$ cat src/rtl/mbet_pkg.sv
// Shared types and constants for the Mandelbrot escape-time block.
package mbet_pkg;

  localparam int DATA_W  = 32;
  localparam int PROD_W  = 64;
  localparam int COUNT_W = 16;
  localparam int DIM_W   = 13;
  localparam int INDEX_W = 3;

  localparam logic [INDEX_W-1:0] REG_ORIGIN_REAL    = 3'd0;
  localparam logic [INDEX_W-1:0] REG_ORIGIN_IMAG    = 3'd1;
  localparam logic [INDEX_W-1:0] REG_STEP_REAL      = 3'd2;
  localparam logic [INDEX_W-1:0] REG_STEP_IMAG      = 3'd3;
  localparam logic [INDEX_W-1:0] REG_ITERATION_LIMIT = 3'd4;
  localparam logic [INDEX_W-1:0] REG_IMAGE_WIDTH    = 3'd5;
  localparam logic [INDEX_W-1:0] REG_IMAGE_HEIGHT   = 3'd6;

  localparam logic signed [DATA_W-1:0] RST_ORIGIN_REAL = -32'sd536870912;
  localparam logic signed [DATA_W-1:0] RST_ORIGIN_IMAG = -32'sd536870912;
  localparam logic signed [DATA_W-1:0] RST_STEP_REAL   = 32'sd1677722;
  localparam logic signed [DATA_W-1:0] RST_STEP_IMAG   = 32'sd1677722;
  localparam logic [COUNT_W-1:0]       RST_ITER_LIMIT  = 16'd40;
  localparam logic [DIM_W-1:0]         RST_IMAGE_WIDTH = 13'd640;
  localparam logic [DIM_W-1:0]         RST_IMAGE_HEIGHT = 13'd480;

  typedef struct packed {
    logic signed [DATA_W-1:0] origin_real;
    logic signed [DATA_W-1:0] origin_imag;
    logic signed [DATA_W-1:0] step_real;
    logic signed [DATA_W-1:0] step_imag;
    logic [COUNT_W-1:0]       iteration_limit;
    logic [DIM_W-1:0]         image_width;
    logic [DIM_W-1:0]         image_height;
  } cfg_t;

endpackage

$ cat src/rtl/mandelbrot_escape_time_top.sv
// Top level of the Mandelbrot escape-time block: configuration registers and iteration core.
// An out-of-image pixel gives its result the cycle after start is taken, busy staying low.
// Otherwise c is formed in C_RE, C_IM and LOAD, then the updates run (none when the limit is
// zero); each update steps through SQ_R, SQ_I, CROSS and UPDATE around one multiplier.
// One pixel at a time: busy stays high until the result strobe; out_valid lasts one cycle.
// Synchronous active-low reset loads the register defaults and returns the sequencer to idle.
module mandelbrot_escape_time_top #(
  parameter int FRAC_BITS  = 28,
  parameter int COORD_BITS = 12
) (
  input  logic                          clk,
  input  logic                          rst_n,
  input  logic                          start,
  output logic                          busy,
  input  logic [COORD_BITS-1:0]         in_pixel_col,
  input  logic [COORD_BITS-1:0]         in_pixel_row,
  output logic                          out_valid,
  output logic [mbet_pkg::COUNT_W-1:0]  out_iteration_count,
  output logic                          out_escaped,
  output logic                          out_coord_error,
  input  logic                          cfg_valid,
  output logic                          cfg_ready,
  input  logic [mbet_pkg::INDEX_W-1:0]  cfg_index,
  input  logic [mbet_pkg::DATA_W-1:0]   cfg_data
);

  mbet_pkg::cfg_t cfg;

  mbet_cfg u_cfg (
    .clk       (clk),
    .rst_n     (rst_n),
    .cfg_valid (cfg_valid),
    .cfg_ready (cfg_ready),
    .cfg_index (cfg_index),
    .cfg_data  (cfg_data),
    .cfg       (cfg)
  );

  mbet_core #(
    .FRAC_BITS  (FRAC_BITS),
    .COORD_BITS (COORD_BITS)
  ) u_core (
    .clk             (clk),
    .rst_n           (rst_n),
    .cfg             (cfg),
    .start           (start),
    .busy            (busy),
    .pixel_col       (in_pixel_col),
    .pixel_row       (in_pixel_row),
    .res_valid       (out_valid),
    .res_count       (out_iteration_count),
    .res_escaped     (out_escaped),
    .res_coord_error (out_coord_error)
  );

endmodule

$ cat src/rtl/mbet_cfg.sv
// Configuration register file for the Mandelbrot escape-time block.
module mbet_cfg (
  input  logic                          clk,
  input  logic                          rst_n,
  input  logic                          cfg_valid,
  output logic                          cfg_ready,
  input  logic [mbet_pkg::INDEX_W-1:0]  cfg_index,
  input  logic [mbet_pkg::DATA_W-1:0]   cfg_data,
  output mbet_pkg::cfg_t                cfg
);

  mbet_pkg::cfg_t cfg_r;

  assign cfg_ready = 1'b1;
  assign cfg = cfg_r;

  always_ff @(posedge clk) begin
    if (!rst_n) begin
      cfg_r.origin_real     <= mbet_pkg::RST_ORIGIN_REAL;
      cfg_r.origin_imag     <= mbet_pkg::RST_ORIGIN_IMAG;
      cfg_r.step_real       <= mbet_pkg::RST_STEP_REAL;
      cfg_r.step_imag       <= mbet_pkg::RST_STEP_IMAG;
      cfg_r.iteration_limit <= mbet_pkg::RST_ITER_LIMIT;
      cfg_r.image_width     <= mbet_pkg::RST_IMAGE_WIDTH;
      cfg_r.image_height    <= mbet_pkg::RST_IMAGE_HEIGHT;
    end else if (cfg_valid && cfg_ready) begin
      case (cfg_index)
        mbet_pkg::REG_ORIGIN_REAL:     cfg_r.origin_real <= $signed(cfg_data);
        mbet_pkg::REG_ORIGIN_IMAG:     cfg_r.origin_imag <= $signed(cfg_data);
        mbet_pkg::REG_STEP_REAL:       cfg_r.step_real <= $signed(cfg_data);
        mbet_pkg::REG_STEP_IMAG:       cfg_r.step_imag <= $signed(cfg_data);
        mbet_pkg::REG_ITERATION_LIMIT: cfg_r.iteration_limit <= cfg_data[mbet_pkg::COUNT_W-1:0];
        mbet_pkg::REG_IMAGE_WIDTH:     cfg_r.image_width <= cfg_data[mbet_pkg::DIM_W-1:0];
        mbet_pkg::REG_IMAGE_HEIGHT:    cfg_r.image_height <= cfg_data[mbet_pkg::DIM_W-1:0];
        default: begin
        end
      endcase
    end
  end

endmodule

$ cat src/rtl/mbet_mul.sv
// Shared signed 32x32 multiplier with a registered product.
module mbet_mul (
  input  logic                                clk,
  input  logic signed [mbet_pkg::DATA_W-1:0]  op_a,
  input  logic signed [mbet_pkg::DATA_W-1:0]  op_b,
  output logic signed [mbet_pkg::PROD_W-1:0]  prod_r
);

  always_ff @(posedge clk) begin
    prod_r <= op_a * op_b;
  end

endmodule

$ cat src/rtl/mbet_core.sv
// Sequencer and datapath that run the escape-time iteration on the shared multiplier.
module mbet_core #(
  parameter int FRAC_BITS  = 28,
  parameter int COORD_BITS = 12
) (
  input  logic                          clk,
  input  logic                          rst_n,
  input  mbet_pkg::cfg_t                cfg,
  input  logic                          start,
  output logic                          busy,
  input  logic [COORD_BITS-1:0]         pixel_col,
  input  logic [COORD_BITS-1:0]         pixel_row,
  output logic                          res_valid,
  output logic [mbet_pkg::COUNT_W-1:0]  res_count,
  output logic                          res_escaped,
  output logic                          res_coord_error
);

  localparam int DW = mbet_pkg::DATA_W;
  localparam int PW = mbet_pkg::PROD_W;
  localparam int CW = mbet_pkg::COUNT_W;
  localparam int XW = (COORD_BITS > mbet_pkg::DIM_W) ? COORD_BITS : mbet_pkg::DIM_W;
  localparam bit HAVE_LIM = (2 * FRAC_BITS + 2) < 63;
  localparam logic [PW-1:0] LIM4 = HAVE_LIM ? (64'd1 << (2 * FRAC_BITS + 2)) : 64'd0;

  typedef enum logic [7:0] {
    ST_IDLE   = 8'b0000_0001,
    ST_C_RE   = 8'b0000_0010,
    ST_C_IM   = 8'b0000_0100,
    ST_LOAD   = 8'b0000_1000,
    ST_SQ_R   = 8'b0001_0000,
    ST_SQ_I   = 8'b0010_0000,
    ST_CROSS  = 8'b0100_0000,
    ST_UPDATE = 8'b1000_0000
  } state_t;

  function automatic logic signed [DW-1:0] sat32(input logic signed [PW-1:0] v);
    logic signed [DW-1:0] res;
    if (v > $signed(64'sh0000_0000_7FFF_FFFF)) begin
      res = 32'sh7FFF_FFFF;
    end else if (v < $signed(64'shFFFF_FFFF_8000_0000)) begin
      res = 32'sh8000_0000;
    end else begin
      res = v[DW-1:0];
    end
    return res;
  endfunction

  function automatic logic fits32(input logic signed [PW-1:0] v);
    return (v[PW-1:DW-1] == '0) || (v[PW-1:DW-1] == '1);
  endfunction

  state_t                 state_r, state_nxt;
  logic [COORD_BITS-1:0]  col_r, col_nxt;
  logic [XW-1:0]          roff_r, roff_nxt;
  logic signed [DW-1:0]   cr_r, cr_nxt, ci_r, ci_nxt;
  logic signed [DW-1:0]   zr_r, zr_nxt, zi_r, zi_nxt;
  logic signed [PW-1:0]   sqr_r, sqr_nxt, sqi_r, sqi_nxt;
  logic [CW-1:0]          cnt_r, cnt_nxt;
  logic                   chk_r, chk_nxt;
  logic                   vld_r, vld_nxt;
  logic [CW-1:0]          cnt_out_r, cnt_out_nxt;
  logic                   esc_r, esc_nxt, err_r, err_nxt;

  logic signed [DW-1:0]   op_a, op_b;
  logic signed [PW-1:0]   prod;
  logic signed [PW-1:0]   diff, nr, ni;
  logic [PW-1:0]          norm;
  logic                   over;
  logic [CW-1:0]          cnt_eff;
  logic                   out_of_image;
  logic [XW-1:0]          roff_in;

  mbet_mul u_mul (
    .clk    (clk),
    .op_a   (op_a),
    .op_b   (op_b),
    .prod_r (prod)
  );

  assign busy            = (state_r != ST_IDLE);
  assign res_valid       = vld_r;
  assign res_count       = cnt_out_r;
  assign res_escaped     = esc_r;
  assign res_coord_error = err_r;

  assign out_of_image = (XW'(pixel_col) >= XW'(cfg.image_width)) ||
                        (XW'(pixel_row) >= XW'(cfg.image_height));
  assign roff_in      = XW'(cfg.image_height) - XW'(pixel_row) - XW'(1);

  assign diff    = sqr_r - sqi_r;
  assign nr      = (diff >>> FRAC_BITS) + PW'(cr_r);
  assign ni      = (prod >>> (FRAC_BITS - 1)) + PW'(ci_r);
  assign norm    = $unsigned(sqr_r) + $unsigned(sqi_r);
  assign over    = HAVE_LIM && chk_r && (norm > LIM4);
  assign cnt_eff = cnt_r + CW'(chk_r);

  always_comb begin
    case (state_r)
      ST_C_RE: begin
        op_a = cfg.step_real;
        op_b = $signed(DW'(col_r));
      end
      ST_C_IM: begin
        op_a = cfg.step_imag;
        op_b = $signed(DW'(roff_r));
      end
      ST_SQ_R: begin
        op_a = zr_r;
        op_b = zr_r;
      end
      ST_SQ_I: begin
        op_a = zi_r;
        op_b = zi_r;
      end
      default: begin
        op_a = zr_r;
        op_b = zi_r;
      end
    endcase
  end

  always_comb begin
    state_nxt   = state_r;
    col_nxt     = col_r;
    roff_nxt    = roff_r;
    cr_nxt      = cr_r;
    ci_nxt      = ci_r;
    zr_nxt      = zr_r;
    zi_nxt      = zi_r;
    sqr_nxt     = sqr_r;
    sqi_nxt     = sqi_r;
    cnt_nxt     = cnt_r;
    chk_nxt     = chk_r;
    vld_nxt     = 1'b0;
    cnt_out_nxt = cnt_out_r;
    esc_nxt     = esc_r;
    err_nxt     = err_r;
    case (state_r)
      ST_IDLE: begin
        if (start) begin
          if (out_of_image) begin
            vld_nxt     = 1'b1;
            cnt_out_nxt = '0;
            esc_nxt     = 1'b0;
            err_nxt     = 1'b1;
          end else begin
            col_nxt   = pixel_col;
            roff_nxt  = roff_in;
            state_nxt = ST_C_RE;
          end
        end
      end
      ST_C_RE: begin
        state_nxt = ST_C_IM;
      end
      ST_C_IM: begin
        cr_nxt    = sat32(PW'(cfg.origin_real) + prod);
        state_nxt = ST_LOAD;
      end
      ST_LOAD: begin
        ci_nxt  = sat32(PW'(cfg.origin_imag) + prod);
        zr_nxt  = '0;
        zi_nxt  = '0;
        cnt_nxt = '0;
        chk_nxt = 1'b0;
        if (cfg.iteration_limit == '0) begin
          vld_nxt     = 1'b1;
          cnt_out_nxt = '0;
          esc_nxt     = 1'b0;
          err_nxt     = 1'b0;
          state_nxt   = ST_IDLE;
        end else begin
          state_nxt = ST_SQ_R;
        end
      end
      ST_SQ_R: begin
        state_nxt = ST_SQ_I;
      end
      ST_SQ_I: begin
        sqr_nxt   = prod;
        state_nxt = ST_CROSS;
      end
      ST_CROSS: begin
        sqi_nxt   = prod;
        state_nxt = ST_UPDATE;
      end
      ST_UPDATE: begin
        if (over) begin
          vld_nxt     = 1'b1;
          cnt_out_nxt = cnt_r;
          esc_nxt     = 1'b1;
          err_nxt     = 1'b0;
          state_nxt   = ST_IDLE;
        end else if (cnt_eff == cfg.iteration_limit) begin
          vld_nxt     = 1'b1;
          cnt_out_nxt = cnt_eff;
          esc_nxt     = 1'b0;
          err_nxt     = 1'b0;
          state_nxt   = ST_IDLE;
        end else if (!fits32(nr) || !fits32(ni)) begin
          vld_nxt     = 1'b1;
          cnt_out_nxt = cnt_eff;
          esc_nxt     = 1'b1;
          err_nxt     = 1'b0;
          state_nxt   = ST_IDLE;
        end else begin
          zr_nxt    = nr[DW-1:0];
          zi_nxt    = ni[DW-1:0];
          cnt_nxt   = cnt_eff;
          chk_nxt   = 1'b1;
          state_nxt = ST_SQ_R;
        end
      end
      default: begin
        state_nxt = ST_IDLE;
      end
    endcase
  end

  always_ff @(posedge clk) begin
    if (!rst_n) begin
      state_r <= ST_IDLE;
      vld_r   <= 1'b0;
      chk_r   <= 1'b0;
      cnt_r   <= '0;
    end else begin
      state_r <= state_nxt;
      vld_r   <= vld_nxt;
      chk_r   <= chk_nxt;
      cnt_r   <= cnt_nxt;
    end
  end

  always_ff @(posedge clk) begin
    col_r     <= col_nxt;
    roff_r    <= roff_nxt;
    cr_r      <= cr_nxt;
    ci_r      <= ci_nxt;
    zr_r      <= zr_nxt;
    zi_r      <= zi_nxt;
    sqr_r     <= sqr_nxt;
    sqi_r     <= sqi_nxt;
    cnt_out_r <= cnt_out_nxt;
    esc_r     <= esc_nxt;
    err_r     <= err_nxt;
  end

endmodule
$ cat config.mk
export PLATFORM = sky130hd
export DESIGN_NAME = mandelbrot_escape_time_top
export DESIGN_NICKNAME = d
export VERILOG_FILES = /design/src/rtl/mbet_pkg.sv /design/src/rtl/mandelbrot_escape_time_top.sv /design/src/rtl/mbet_cfg.sv /design/src/rtl/mbet_mul.sv /design/src/rtl/mbet_core.sv
export SDC_FILE = /design/constraint.sdc
export NUM_CORES = 2
export LEC_CHECK = 0
export BUFFER_PORTS_ARGS = -buffer_cell sky130_fd_sc_hd__buf_4
export CAP_MARGIN = 10
export CORE_MARGIN = 5
export CORE_UTILIZATION = 50
export DETAILED_ROUTE_END_ITERATION = 8
export PLACE_DENSITY_LB_ADDON = 0.15
export SLEW_MARGIN = 10
export SYNTH_ARGS = -nofsm -noshare
export SYNTH_HDL_FRONTEND = slang
export SYNTH_HIERARCHICAL = 1
export SYNTH_SLANG_ARGS = --single-unit
$ cat constraint.sdc
create_clock -name clk -period 12.61 [get_ports clk]
set_input_delay 0.6305 -clock clk [delete_from_list [all_inputs] [get_ports clk]]
set_output_delay 0.6305 -clock clk [all_outputs]
set_load 0.03 [all_outputs]
==> results.toml <==
[run_status]
outcome = "finished, final reports clean"

[worst_setup_path]
endpoint_kind = "register"
setup.worst_path.start_class = "register"
cp.arrival_ps = 11550
timing.rr.start = "u_core/state_r[0]$_SDFFE_PN1P_"
startpoint = "u_core/state_r[0]$_SDFFE_PN1P_"
crit_slowest_cell = "a31oi_2"
cp.required_ps = 13170
worstSetupPathType = "reg -> reg"
crit_fanout = 32
slowest_delay_ps = 960
crit_path_frequent_cell = "fa_1"

[grt]
grt.overflow.total = 0
antenna_found_initial = 14
grt_pass1_vias = 62800
grt_pass1_wl_mm = 386
grt_max_degree = 79
track_usage_pct = 30.8

[synth]
synth_ff_type = "edfxtp_1"
synth_top_area_share_pct = 28.0
ys_seq_area_share_pct = 18.2
synth_area_um2 = 77700
synth_edf_count = 299
synthCells = 8584
synth_top_cell_by_area = "fa_1"
avgSynthCellArea_um2 = 9.05
synth.distinct_cells = 113
ys_ff_latch = 559
yosysWarnings = 6
synthTopCellsByArea = "fa_1, edfxtp_1, ha_1, dfxtp_1, inv_1"
synth.net_count = 10300
synthArstFlopShare_pct = 0
synth.most_common_cell = "inv_1"
synth_commonest_cells = "inv_1, fa_1, nand2_1"

[timing]
rsz0062_at_grt = "no"
fmaxAchievable_ghz = 0.0910
final.setup.worst_slack_ps = 1620
fin_tns_setup_ps = 0
min_period_ps = 10990
period_share_pct = 87.1
fin_skew_ps = 24.1
slew_violations = 0
hold_violations = 0
relSlewSlack_pct = 15.2
worstMarginPinSlew_ps = 1270
setup_violations = 0

[clocking]
hold_buffers = 0
cts_root_buffer = "clkbuf_16"
htree_levels = 2
cts_buffers = 59
clockBufferDepth = 3
cts_setup_buffers = 0
clk_pin_slew_worst_paths_ps = 60
clock_sinks = 559
cts-resized-gates = 0
tritoncts = "yes"
clock_latency_ps = 650

[place]
pre_cts_ws_ps = 1810
dp_cells = 10400
place.detailed.hpwl_mm = 203
gp_congestion = 0.967
numPortBuffers = 82

[die]
initial_utilization_pct = 50.4
row_count = 144
die_area_um2 = 163000
die_x_um = 404
ios = 84
core-area_um2 = 154000
die_y_um = 404

[worst_hold_path]
hp-class = "in -> reg"
min-delay-start = "in_pixel_col[2]"

[cells_and_area]
finalNetCount = 10100
areaGrowthSynthToFinish_pct = 6.28
fillCellCount = 14300
fin_util_pct = 53.6
final_cells = 10500
drive_gt1_share_pct = 5.24

[detailed_routing]
ant_nets = 0
firstDrtPassIters = 6
totalWireLength_mm = 255
via_per_inst = 5.92
drtIter0Drc = 5521
vias = 62300
drc = 0
wire_per_inst_um = 24.2

[power]
finalPower_mw = 14.4
ir_drop_mv = 0.274
switchingPower_mw = 7.13
p_int_mw = 7.24
power.density_nw_per_um2 = 174
clkPwrFrac_pct = 13.3
power.share.sequential_pct = 19.6
cellLeakagePower_nw = 37.7
swShare_pct = 49.6
p_comb_share_pct = 67.1

[job]
drv_cap = 0
[power groups by stage]
stage	clock network [mW]	logic [mW]	registers [mW]
after floorplan	0	7.20	2.43
after global placement	0	9.41	2.84
after detailed placement	0	9.47	2.84
after CTS	1.95	9.53	2.80
after global routing	2.02	10.6	2.79
final	1.92	9.64	2.81
[layer usage]
metal | share of wire, % | GRT usage (%)
met2 | 46 | 49.7
met3 | 7.8 | 5.19
met4 | 3.4 | 8.77
met5 | 0.027 | 0
met1 | 43 | 43.1
[per-stage QoR]
step                      hold WS, ps  instance area, µm²
final                             201               82600
after global routing              183               82600
after CTS                         168               82600
after detailed placement          448               80400
after global placement            445               80400
after floorplan                   434               77700
[cell usage in the layout (no fill, tap or decap), types with 29 or more instances in the layout]
master,n
inv_1,1193
fa_1,1088
nand2_1,946
and2_1,552
ha_1,547
nor2_1,416
a21oi_1,407
edfxtp_1,299
dfxtp_1,260
o21ai_0,246
a21o_1,245
xnor2_1,224
buf_4,199
mux2i_1,186
nor2b_1,115
nor3_1,114
nand3_1,113
xor2_1,112
nand4_1,80
nor4_1,69
clkbuf_16,67
a31oi_1,64
o21bai_1,59
nand2b_1,54
a211oi_1,52
o211ai_1,51
o31ai_1,49
and3_1,48
o21a_1,42
a22oi_1,30
a22o_1,29
[worst max-delay path: cells and delay by family (launching register included)]
family,cells,cell delay (ps)
adders and majority gates,9,4170
AOI/OAI and AO/OA,9,2990
and+or+nand+nor,7,1890
buffers and inverters,7,1300
DFF,1,350
xor gates and xnor gates,1,160
[final timing paths]
path              slack, ps  depth (start not counted)                         endpoint
hold / removal          200                          1        u_core/col_r[2]$_DFFE_PP_
hold reg to reg         460                          2      u_cfg/cfg[105]$_SDFFE_PN0P_
setup / recovery       1620                         33  u_core/u_mul/prod_r[57]$_DFF_P_
setup reg to reg       1620                         33  u_core/u_mul/prod_r[57]$_DFF_P_
[area by class of cell]
class                   instances  area, µm²  share of cell area (%)
well taps                    2044       2560                    3.10
repair buffers                201       1530                    1.85
clock buffers                  80       1800                    2.17
multi-input cells            6411      57700                    69.9
inverters                    1194       4480                    5.43
diodes                          1       2.50                 0.00303
clock inverters                32        353                   0.427
flip-flops and latches        559      14200                    17.2
[cells by family (layout without fill, tap and decap cells)]
kind of cell | after synthesis | after routing | synth area share (%)
multiplexers | 194 | 194 | 2.51
adder cells (fa/ha/maj) | 1635 | 1635 | 36.8
flip-flops | 559 | 559 | 18.2
XOR/XNOR | 336 | 336 | 3.79
buffers and inverters | 1614 | 1507 | 7.95
AND/OR/NAND/NOR | 2663 | 2663 | 17.0
AO/OA/AOI/OAI | 1582 | 1582 | 13.7
other | 1 | 2 | 0.00482
[registers in the layout, summed over array words and instances, names as in the netlist, 32 cells and up]
register / flops
u_core/zi_r: 32
u_core/ci_r: 32
u_core/cr_r: 32
u_core/zr_r: 32
u_core/sqr_r: 64
u_core/sqi_r: 64
u_core/u_mul/prod_r: 64
u_cfg/cfg: 170
Power figures use the tool's default switching activity.
